--- config.mk ---
export PLATFORM = sky130hd
export DESIGN_NAME = wma_ctrl
export DESIGN_NICKNAME = d
export VERILOG_FILES = /design/src/hw/rtl/wma_pkg.sv /design/src/hw/rtl/wma_ctrl.sv
export SDC_FILE = /design/constraint.sdc
export NUM_CORES = 1
export LEC_CHECK = 0
export CAP_MARGIN = 20
export CELL_PAD_IN_SITES_DETAIL_PLACEMENT = 1
export CELL_PAD_IN_SITES_GLOBAL_PLACEMENT = 2
export CORE_MARGIN = 2
export CORE_UTILIZATION = 24
export CTS_CLUSTER_DIAMETER = 150
export CTS_CLUSTER_SIZE = 14
export DETAILED_ROUTE_END_ITERATION = 8
export DONT_BUFFER_PORTS = 1
export PLACE_DENSITY = 0.77
export SLEW_MARGIN = 20
export SYNTH_ARGS = -nofsm -noshare
export SYNTH_HDL_FRONTEND = slang
export SYNTH_SLANG_ARGS = --single-unit
--- constraint.sdc ---
create_clock -name clk -period 1.36 [get_ports clk]
set_input_delay 0.272 -clock clk [delete_from_list [all_inputs] [get_ports clk]]
set_output_delay 0.272 -clock clk [all_outputs]
set_load 0.01 [all_outputs]
--- src/hw/rtl/wma_pkg.sv ---
// Shared constants, types and codes for the windowed momentum alert block.
package wma_pkg;

  localparam int SYMBOLS    = 64;
  localparam int RING_DEPTH = 256;
  localparam int MIN_TICKS  = 3;

  localparam int SYM_AW  = $clog2(SYMBOLS);
  localparam int HEAD_W  = $clog2(RING_DEPTH);
  localparam int CNT_W   = HEAD_W + 1;
  localparam int RING_AW = SYM_AW + HEAD_W;
  localparam int META_W  = 32 + CNT_W + HEAD_W;

  localparam int QBITS = 15;
  localparam int NUM_W = 46;

  localparam logic [13:0] THR_RESET = 14'd100;
  localparam logic [16:0] WIN_RESET = 17'd600;
  localparam logic [16:0] DEB_RESET = 17'd900;

  localparam logic [1:0] REG_THRESHOLD = 2'd0;
  localparam logic [1:0] REG_WINDOW    = 2'd1;
  localparam logic [1:0] REG_DEBOUNCE  = 2'd2;

  localparam logic [2:0] ST_NONE     = 3'd0;
  localparam logic [2:0] ST_RISE     = 3'd1;
  localparam logic [2:0] ST_FALL     = 3'd2;
  localparam logic [2:0] ST_REJECT   = 3'd3;
  localparam logic [2:0] ST_FEW      = 3'd4;
  localparam logic [2:0] ST_DEBOUNCE = 3'd5;

  typedef struct packed {
    logic latch;
    logic reject;
    logic append;
    logic ev_adv;
    logic cap_old;
    logic few;
    logic mul1;
    logic mul2;
    logic div_init;
    logic div_step;
    logic fin;
    logic meta_we;
  } wma_cmd_t;

  typedef struct packed {
    logic bad;
    logic cnt_zero;
    logic stale;
    logic few;
    logic div_last;
  } wma_sts_t;

endpackage

--- src/hw/rtl/wma_ctrl.sv ---
// Controller state machine sequencing one tick through the datapath.
module wma_ctrl (
  input  logic              clk,
  input  logic              rst,
  input  logic              start,
  output logic              busy,
  output logic              done,
  input  wma_pkg::wma_sts_t sts,
  output wma_pkg::wma_cmd_t cmd
);
  import wma_pkg::*;

  localparam logic [3:0] S_IDLE   = 4'd0;
  localparam logic [3:0] S_META   = 4'd1;
  localparam logic [3:0] S_APPEND = 4'd2;
  localparam logic [3:0] S_EVRD   = 4'd3;
  localparam logic [3:0] S_EVCMP  = 4'd4;
  localparam logic [3:0] S_CHK    = 4'd5;
  localparam logic [3:0] S_MUL1   = 4'd6;
  localparam logic [3:0] S_MUL2   = 4'd7;
  localparam logic [3:0] S_DIV0   = 4'd8;
  localparam logic [3:0] S_DIV    = 4'd9;
  localparam logic [3:0] S_FIN    = 4'd10;
  localparam logic [3:0] S_OUT    = 4'd11;

  logic [3:0] state, state_next;

  always_ff @(posedge clk) begin
    if (rst) begin
      state <= S_IDLE;
    end else begin
      state <= state_next;
    end
  end

  assign busy = (state != S_IDLE);
  assign done = (state == S_OUT);

  always_comb begin
    state_next = state;
    cmd = '0;
    unique case (state)
      S_IDLE: begin
        if (start) begin
          cmd.latch = 1'b1;
          state_next = S_META;
        end
      end
      S_META: state_next = S_APPEND;
      S_APPEND: begin
        if (sts.bad) begin
          cmd.reject = 1'b1;
          state_next = S_OUT;
        end else begin
          cmd.append = 1'b1;
          state_next = S_EVRD;
        end
      end
      S_EVRD: state_next = sts.cnt_zero ? S_CHK : S_EVCMP;
      S_EVCMP: begin
        if (sts.stale) begin
          cmd.ev_adv = 1'b1;
          state_next = S_EVRD;
        end else begin
          cmd.cap_old = 1'b1;
          state_next = S_CHK;
        end
      end
      S_CHK: begin
        if (sts.few) begin
          cmd.few = 1'b1;
          cmd.meta_we = 1'b1;
          state_next = S_OUT;
        end else begin
          state_next = S_MUL1;
        end
      end
      S_MUL1: begin
        cmd.mul1 = 1'b1;
        state_next = S_MUL2;
      end
      S_MUL2: begin
        cmd.mul2 = 1'b1;
        state_next = S_DIV0;
      end
      S_DIV0: begin
        cmd.div_init = 1'b1;
        state_next = S_DIV;
      end
      S_DIV: begin
        cmd.div_step = 1'b1;
        if (sts.div_last) begin
          state_next = S_FIN;
        end
      end
      S_FIN: begin
        cmd.fin = 1'b1;
        cmd.meta_we = 1'b1;
        state_next = S_OUT;
      end
      S_OUT: state_next = S_IDLE;
      default: state_next = S_IDLE;
    endcase
  end

`ifndef SYNTHESIS
  a_accept_busy: assert property (@(posedge clk) disable iff (rst)
    (start && !busy) |=> busy) else $error("accepted request did not raise busy");
  a_done_ends: assert property (@(posedge clk) disable iff (rst)
    done |=> !busy) else $error("busy held after result strobe");
  a_one_meta_wr: assert property (@(posedge clk) disable iff (rst)
    cmd.meta_we |=> done) else $error("state write not followed by result");
  a_no_append_reject: assert property (@(posedge clk) disable iff (rst)
    !(cmd.append && cmd.reject)) else $error("append on rejected request");
`endif

endmodule

# Word level (Yosys, flattened, before mapping)
# Index checks and enable logic that the tools add are counted.
# classes
n_reduce_logical	3
eq_ne	13
n_mux	23
# op_table
operator	count
case mux 4 bit (11 select lines)	1
== test 4 x 3 -> 1 bit (second input constant)	4
== test 4 bit (second input constant)	4
2-to-1 mux 4 bit	4
2-to-1 mux 1 bit	14
== test 4 x 2 -> 1 bit (second input constant)	2
== test 4 x 1 -> 1 bit (second input constant)	1
zero test 4 bit	1
2-to-1 mux 2 bit	2
inequality test 2 bit (second input constant)	2
nonzero test 4 bit	1
2-to-1 mux 3 bit	1
case mux 1 bit (2 select lines)	1
AND reduction 2 bit	1
# word_totals
word_cells	40
regBits	4
input_bits	8
out_inout_bits	14

# Longest topological paths before layout
# Gate-level depths: netlist (run 1).
# logic_depth
ltp_word	3
depth_mapped	5
ltp_nobuf	4

# Worst setup path before layout (run 1)
# OpenSTA, ideal clock, no wires.
# synth_path
path_type	register -> output
from	reg state[1]
to	out cmd[0] (netlist name)
setup_slack_ns	-0.211
n_path_buf	1
stages_incl_launch_ff	4
t_required_ns	1.088
t_arrival_ns	1.299
cell_sequence	dfxtp_1 clkbuf_1 nor4b_1 or2_2
# synth_lines
element	line	source
start, declared	wma_ctrl.sv:26	logic [3:0] state, state_next;
start signal, assigned	wma_ctrl.sv:32	state <= state_next;
end, declared	wma_ctrl.sv:9	output wma_pkg::wma_cmd_t cmd

# Worst setup path in the final report (run 1)
# layout_path
from	reg state[2]
to	out busy
# layout_via
elab_chain_len	1
# layout_lines
element	line	source
nonzero test 4 bit	wma_ctrl.sv:36	assign busy = (state != S_IDLE);
end, declared	wma_ctrl.sv:6	output logic busy,
# No other way between the ends.

==> metrics.md, run 1 <==
| Metric | Value |
|---|---|
| Io pins | 22 |
| Leakage | 0.245 nW |
| Crit path from | state[2]$_SDFFE_PP0P_ |
| Peak VDD IR | 0.299 mV |
| Worst R2R Path Depth | 4 |
| Tightest hold margin | 0.0902 ns |
| Top reg by flops | state |
| Initial Util | 25.0% |
| Sequential area share after synthesis | 22.1% |
| CP max FO | 8 |
| Htree depth | 1 |
| Violated checks | negative setup slack |
| Vias in the first global route | 448 |
| Biggest regs | state x4 |
| Final setup viols | 12 |
| Adder-Cell Fraction of Synth Area | 0% |
| Critical Path Source Type | flip-flop |
| Vias | 458 |
| Starting DRC count in detailed routing | 0 |
| Post-synthesis net count | 58 |
| Register-to-Register Setup Slack | -0.05 ns |
| R2r startpoint | state[2]$_SDFFE_PP0P_ |
| CTS Hold Bufs | 0 |
| Final antenna-violating net count | 0 |
| Hold WC Path Type | in2reg |
| RSZ-0062 raised after global routing | true |
| CTS tree | done |
| Fmax | 0.640 GHz |
| Slowest-stage cell, CP | or4_4 |
| Die Ht | 42.9 um |
| TritonCTS Buffers | 3 |
| Yosys reg bits | 4 |
| Die area | 1840 sq um |
| Global routing usage on met3 | 2.13% |
| First-pass GRT wire length | 1930 um |
| Synthesized-area fraction occupied by xor and xnor cells | 2.41% |
| Tcrit/Tclk final | 115% |
| Core ar. | 1450 sq um |
| Top Family by Delay on Critical Path | simple AND/OR/NAND/NOR gates |
| First-pass detailed-route iteration total | 1 |
| Status | finished with violations |
| Fill cell count | 177 |
| # DRC | 0 |
| Worst-Margin Slew | 0.261 ns |
| GRT busiest layer | met2 |
| Final core occ | 46.3% |
| Cell Area, Synth | 363 sq um |
| Vias per cell | 5.59 |
| Initial antenna violation count | 0 |
| Synth async-reset ratio | 0% |
| Critical path buffers and inverters | 1 |
| Setup CP Type | reg2out |
| Slew Viols, Final | 0 |
| Clock sink count | 4 |
| Largest family of logic cells by synthesized area | simple AND/OR/NAND/NOR gates |
| Syn Inst Count | 50 |
| Data required time at the worst endpoint | 1.09 ns |
| Syn. warnings | 0 |
| DP HPWL | 944 um |
| Period minus WS final | 1.56 ns |
| Relative slew margins | 82.3% |
| Gr ovfl total | 0 |
| Worst skew pair latency | 0.24 ns |
| Post-Synth Simple-Gate Area | 47.9% |
| Fin. Hold Viols | 0 |
| Die Wd | 42.9 um |
| Critical path endpoint | busy |
| Skew final | 0.00528 ns |
| Antenna diode count | 0 |
| Clock Tree Buf Depth | 2 |
| Met1 GRT Util | 15.3% |
| Worst setup margin | -0.202 ns |
| Clock transition at path regs | 0.04 ns |
| Max reg flops | 4 |
| Crit-path cells | or4_4 -> buf_6 |
| CTS Root Cell | clkbuf_4 |
| Crit-path max cell delay | 0.53 ns |
| Nets@finish | 76 |
| Pwr per Cell Area | 851 nW/um^2 |
| Detailed-route wire length per cell | 16.1 um |
| Mux cell area share after synthesis | 0% |
| Met2 Use GR | 25.8% |
| Crit path DAT | 1.29 ns |
| Max Cap Viol | 0 |
| Routability cong. | 0.759 |
| WP depth | 2 |
| Mean Syn Cell Area | 7.26 sq um |
| Unique cell type count in the Yosys netlist | 24 |
| Critical Path End Type | output pin |
| Cell Rows | 14 |
| Compound-Gate Fraction of Synth Area | 22.1% |
| EDFF count, synth | 0 |
| Total global-route track usage | 14.4% |
| Area Growth Syn to Fin | 85.5% |
| Largest net degree at the start of global routing | 10 |
| Top_reg_cell synth | dfxtp_1 |
| Final wirelength | 1320 um |
| Worst reg2reg path endpoint | state[0]$_SDFFE_PP0P_ |
| Share of layout cells above drive strength 1 | 68.2% |
| IO Port Bufs | 0 |
-- final cells by class --
type | count | area (sq um) | area share, %
repair buffers | 17 | 135 | 20.1
inverters | 1 | 3.75 | 0.558
well taps | 16 | 20.0 | 2.97
multi-input cells | 41 | 402 | 59.7
clock buffers | 3 | 22.5 | 3.35
flip-flops and latches | 4 | 90.1 | 13.4
-- cell usage after synthesis (all sizes together), types with 2 or more instances --
| cell type | number | area [sq um] |
|---|---|---|
| nand2b | 6 | 37.5 |
| o21ai | 2 | 10.0 |
| nor3b | 2 | 15.0 |
| o22ai | 2 | 18.8 |
| dfxtp | 4 | 80.1 |
| nor4b | 4 | 35.0 |
| nor2 | 8 | 30.0 |
| nor4 | 2 | 12.5 |
| clkbuf | 3 | 11.3 |
| nand2 | 4 | 15.0 |
-- cell families (layout without fill, tap and decap cells) --
family,after synthesis,count (layout)
xor+xnor,1,1
flops,4,4
simple gates,30,30
compound gates,10,10
buf+inv,5,21
-- where the power goes --
group          internal (W)  total (W)  leakage (nW)  switching, W
clock network     0.0000991   0.000154        0.0138     0.0000548
logic              0.000134   0.000267         0.197      0.000133
registers          0.000131   0.000152        0.0350     0.0000209
total              0.000364   0.000573         0.245      0.000208
-- through the flow --
step / setup TNS [ns] / cell area (sq um) / std cells / power (W) / setup WS, ns
finish: -1.07 / 673 / 82 / 0.000573 / -0.202
global route: -1.59 / 673 / 82 / 0.000611 / -0.220
CTS: -1.21 / 596 / 81 / 0.000540 / -0.197
detailed placement: -0.0396 / 493 / 78 / 0.000341 / -0.0318
global placement: 0 / 493 / 78 / 0.000333 / 0.0102
floorplan: -0.212 / 369 / 50 / 0.000264 / -0.0906
-- cells in the final DEF (no fill, tap or decap), types with 2 or more instances in the layout --
master,count
nor4b_4,2
buf_6,2
buf_4,15
dfxtp_4,2
nor2_1,3
clkbuf_4,3
nand2b_1,2
nand2_1,3
dfxtp_2,2
nand2b_4,3
o21ai_0,2
nor2_4,5
nor4_4,2
-- how the worst min path moves through the flow --
stage               from               endpoint  slack (ns)  cells past startpoint
floorplan            rst  state[3]$_SDFFE_PP0P_        0.34                      1
global placement     rst  state[3]$_SDFFE_PP0P_        0.34                      1
detailed placement   rst  state[3]$_SDFFE_PP0P_        0.35                      1
CTS                  rst  state[0]$_SDFFE_PP0P_        0.08                      1
global route         rst  state[3]$_SDFFE_PP0P_        0.07                      1
finish               rst  state[3]$_SDFFE_PP0P_        0.09                      1
-- timing repair --
action,in CTS,in global routing
gates resized for setup,20,13
setup endpoints to repair,14,13
pin swaps,4,3
buffers inserted,0,1
-- metal layers --
| metal | up-vias | wire [um] |
|---|---|---|
| met5 | - | 0 |
| met4 | 0 | 32 |
| met3 | 2 | 46 |
| met2 | 10 | 718 |
| met1 | 230 | 526 |
| li1 | 216 | - |
Note: power is estimated with default switching activity, not from simulation.
==> run 2, diff against run 1 <==
Settings changed: GPL_ROUTABILITY_DRIVEN set to 0, PLACE_DENSITY 0.77 to unset, PLACE_DENSITY_LB_ADDON set to 0.05.
==> run 2 against run 1 <==
Effect of this change:
- the flow still finishes with violations (negative setup slack)
- sequential power hardly changed
- non-clock buffer count is 8 higher
- die area stayed put
- clock skew shrank 0.00052 ns
- sequential share of layout area decreased by 2.0 points
- fmax decreased by 0.92%
- via count up 7.9%
- hold slack worse by 0.010 ns
- register-to-register slack got worse by 0.12 ns
- global-route usage grew 6.1 points
- power up 18%
- critical path type unchanged
- largest power group unchanged
==> metrics.md, run 2 (same netlist as run 1, synthesis figures left out) <==
| Metric | Value |
|---|---|
| Status | finished with violations |
| Violated checks | negative setup slack |
| Top reg by flops | state |
| Final instance area | 791 sq um (+17%) |
| Period minus WS final | 1.58 ns (+0.0146 ns) |
| Data required time at the worst endpoint | 1.09 ns (about the same) |
| Peak VDD IR | 0.452 mV (+51%) |
| Hold path cells | 1 (unchanged) |
| Io pins | 22 (unchanged) |
| Clock transition at path regs | 0.04 ns (about the same) |
| Largest net degree at the start of global routing | 10 (unchanged) |
| Crit-path max cell delay | 0.57 ns (+0.04 ns) |
| Skew final | 0.00476 ns (-0.000522 ns) |
| FF+latch area | 90.1 sq um (unchanged) |
| Multi-input gate area | 420 sq um (+4.7%) |
| Max Cap Viol | 0 (unchanged) |
| Fin. Hold Viols | 0 (unchanged) |
| Biggest regs | state x4 |
| Total global-route track usage | 20.5% (+6.1 points) |
| RSZ-0062 raised after global routing | true |
| Comb power frac | 54.0% (+7.4 points) |
| Leakage | 0.296 nW (+21%) |
| Vias | 494 (+7.9%) |
| Commonest non-fill, non-tap cell in the layout | buf_4 |
| Crit path DAT | 1.30 ns (about the same) |
| Slew Viols, Final | 0 (unchanged) |
| Cell Rows | 14 (unchanged) |
| Critical Path Source Type | flip-flop |
| Placed inst area | 485 sq um (-1.5%) |
| Critical Path End Type | output pin |
| Worst reg2reg path endpoint | state[0]$_SDFFE_PP0P_ |
| CTS Root Cell | clkbuf_4 |
| Core ar. | 1450 sq um (unchanged) |
| Die Ht | 42.9 um (unchanged) |
| First-pass GRT wire length | 2770 um (+44%) |
| Total power | 0.000673 W (+18%) |
| Tcrit/Tclk final | 116% (+1.1 points) |
| Worst-Margin Slew | 0.391 ns (+0.130 ns) |
| Fill cell count | 174 (-1.7%) |
| Gr ovfl total | 0 (unchanged) |
| Crit path from | state[1]$_SDFFE_PP0P_ |
| Clock sink count | 4 (unchanged) |
| Worst skew pair latency | 0.25 ns (about the same) |
| Die Wd | 42.9 um (unchanged) |
| Final core occ | 54.4% (+8.1 points) |
| Hold path start | rst |
| Slowest-stage cell, CP | or4_4 |
| Area Growth Syn to Fin | 118% |
| Die area | 1840 sq um (unchanged) |
| Initial Util | 25.0% (unchanged) |
| Clock network power share | 23.5% (-3.4 points) |
| Pwr per Cell Area | 851 nW/um^2 (about the same) |
| Setup TNS | -1.60 ns (-0.537 ns) |
| Share of layout cells above drive strength 1 | 73.0% (+4.8 points) |
| Setup CP Type | reg2out |
| TritonCTS Buffers | 3 (unchanged) |
| Clock Tree Buf Depth | 2 (unchanged) |
| Relative slew margins | 73.9% (-8.5 points) |
| Non-filler cells, final | 90 (+9.8%) |
| CP max FO | 4 (-4) |
| Sequential Power Share | 22.6% (-3.9 points) |
| Register-to-Register Setup Slack | -0.17 ns (-0.12 ns) |
| Worst setup margin | -0.216 ns (-0.0146 ns) |
| R2r startpoint | state[1]$_SDFFE_PP0P_ |
| Psw | 0.000243 W (+16%) |
| # DRC | 0 (unchanged) |
| Antenna diode count | 0 (unchanged) |
| CTS tree | done |
| Worst R2R Path Depth | 5 (+1) |
| Final setup viols | 14 (+2) |
| Cell-internal power | 0.000430 W (+18%) |
| Crit-path cells | or4_4 -> buf_6 |
| Detailed-route wire length per cell | 18.8 um (+16%) |
| Vias per cell | 5.49 (-1.7%) |
| Max reg flops | 4 (unchanged) |
| Fmax | 0.634 GHz (-0.92%) |
| First-pass detailed-route iteration total | 4 (+3) |
| Htree depth | 1 (unchanged) |
| Min-Delay Endpoint | state[3]$_SDFFE_PP0P_ |
| Initial antenna violation count | 0 (unchanged) |
| Final antenna-violating net count | 0 (unchanged) |
| Sw frac | 36.1% (-0.31 points) |
| Dpl cells | 77 (-1.3%) |
| DP HPWL | 1060 um (+12%) |
| Hold WC Path Type | in2reg |
| Vias in the first global route | 560 (+25%) |
| Starting DRC count in detailed routing | 5 (+5) |
| Final wirelength | 1690 um (+28%) |
| Commonest cells after routing, fill and taps aside | buf_4 (15), buf_6 (9), nor2_4 (5) |
| IO Port Bufs | 0 (unchanged) |
| Nets@finish | 84 (+11%) |
run 2: through the flow:
step,worst slack [ns],hold WS (ns)
5_1_grt,-0.248,0.0858
6_report,-0.216,0.0798
4_1_cts,-0.192,0.0885
2_1_floorplan,-0.0906,0.341
3_3_place_gp,0.0206,0.345
3_5_place_dp,-0.0446,0.344
run 2: layout make-up:
| cell class | instances | share of cell area [%] |
|---|---|---|
| Clock buffer | 3 | 2.85 |
| Inverter | 1 | 0.475 |
| Multi-Input combinational cell | 41 | 53.2 |
| Sequential cell | 4 | 11.4 |
| Tap cell | 16 | 2.53 |
| Timing Repair Buffer | 25 | 29.6 |
run 2: power groups by stage:
stage               logic (W)  registers [W]  clock network, W
finish               0.000363       0.000152          0.000158
global route         0.000385       0.000154          0.000172
CTS                  0.000311       0.000150          0.000151
detailed placement   0.000189       0.000145                 0
global placement     0.000182       0.000143                 0
floorplan            0.000124       0.000141                 0
run 2: repair_timing:
item	4_1_cts	5_1_grt
hold buffers	0	0
gates resized for setup	40	8
setup buffers	7	3
pin swaps	8	3
setup endpoints to repair	13	16
run 2: worst max-delay path by stage:
| stage | depth (start not counted) | to | slack (ns) |
|---|---|---|---|
| floorplan | 3 | cmd[8] | -0.09 |
| global placement | 2 | cmd[11] | 0.02 |
| detailed placement | 4 | state[0]$_SDFFE_PP0P_ | -0.04 |
| CTS | 2 | cmd[11] | -0.19 |
| global route | 3 | cmd[10] | -0.25 |
| finish | 2 | busy | -0.22 |
run 2: layer usage:
layer / GRT usage [%] / part of all wire, %
met5: 0 / 0
met4: 9.38 / 1.1
met3: 5.53 / 4.9
met2: 34.8 / 52
met1: 23.4 / 42
run 2: critical path, delay by kind of cell (launching register included):
kind | cells | cell delay, ns
AND/OR/NAND/NOR | 1 | 0.57
buffers and inverters | 1 | 0.15
flip-flops | 1 | 0.34
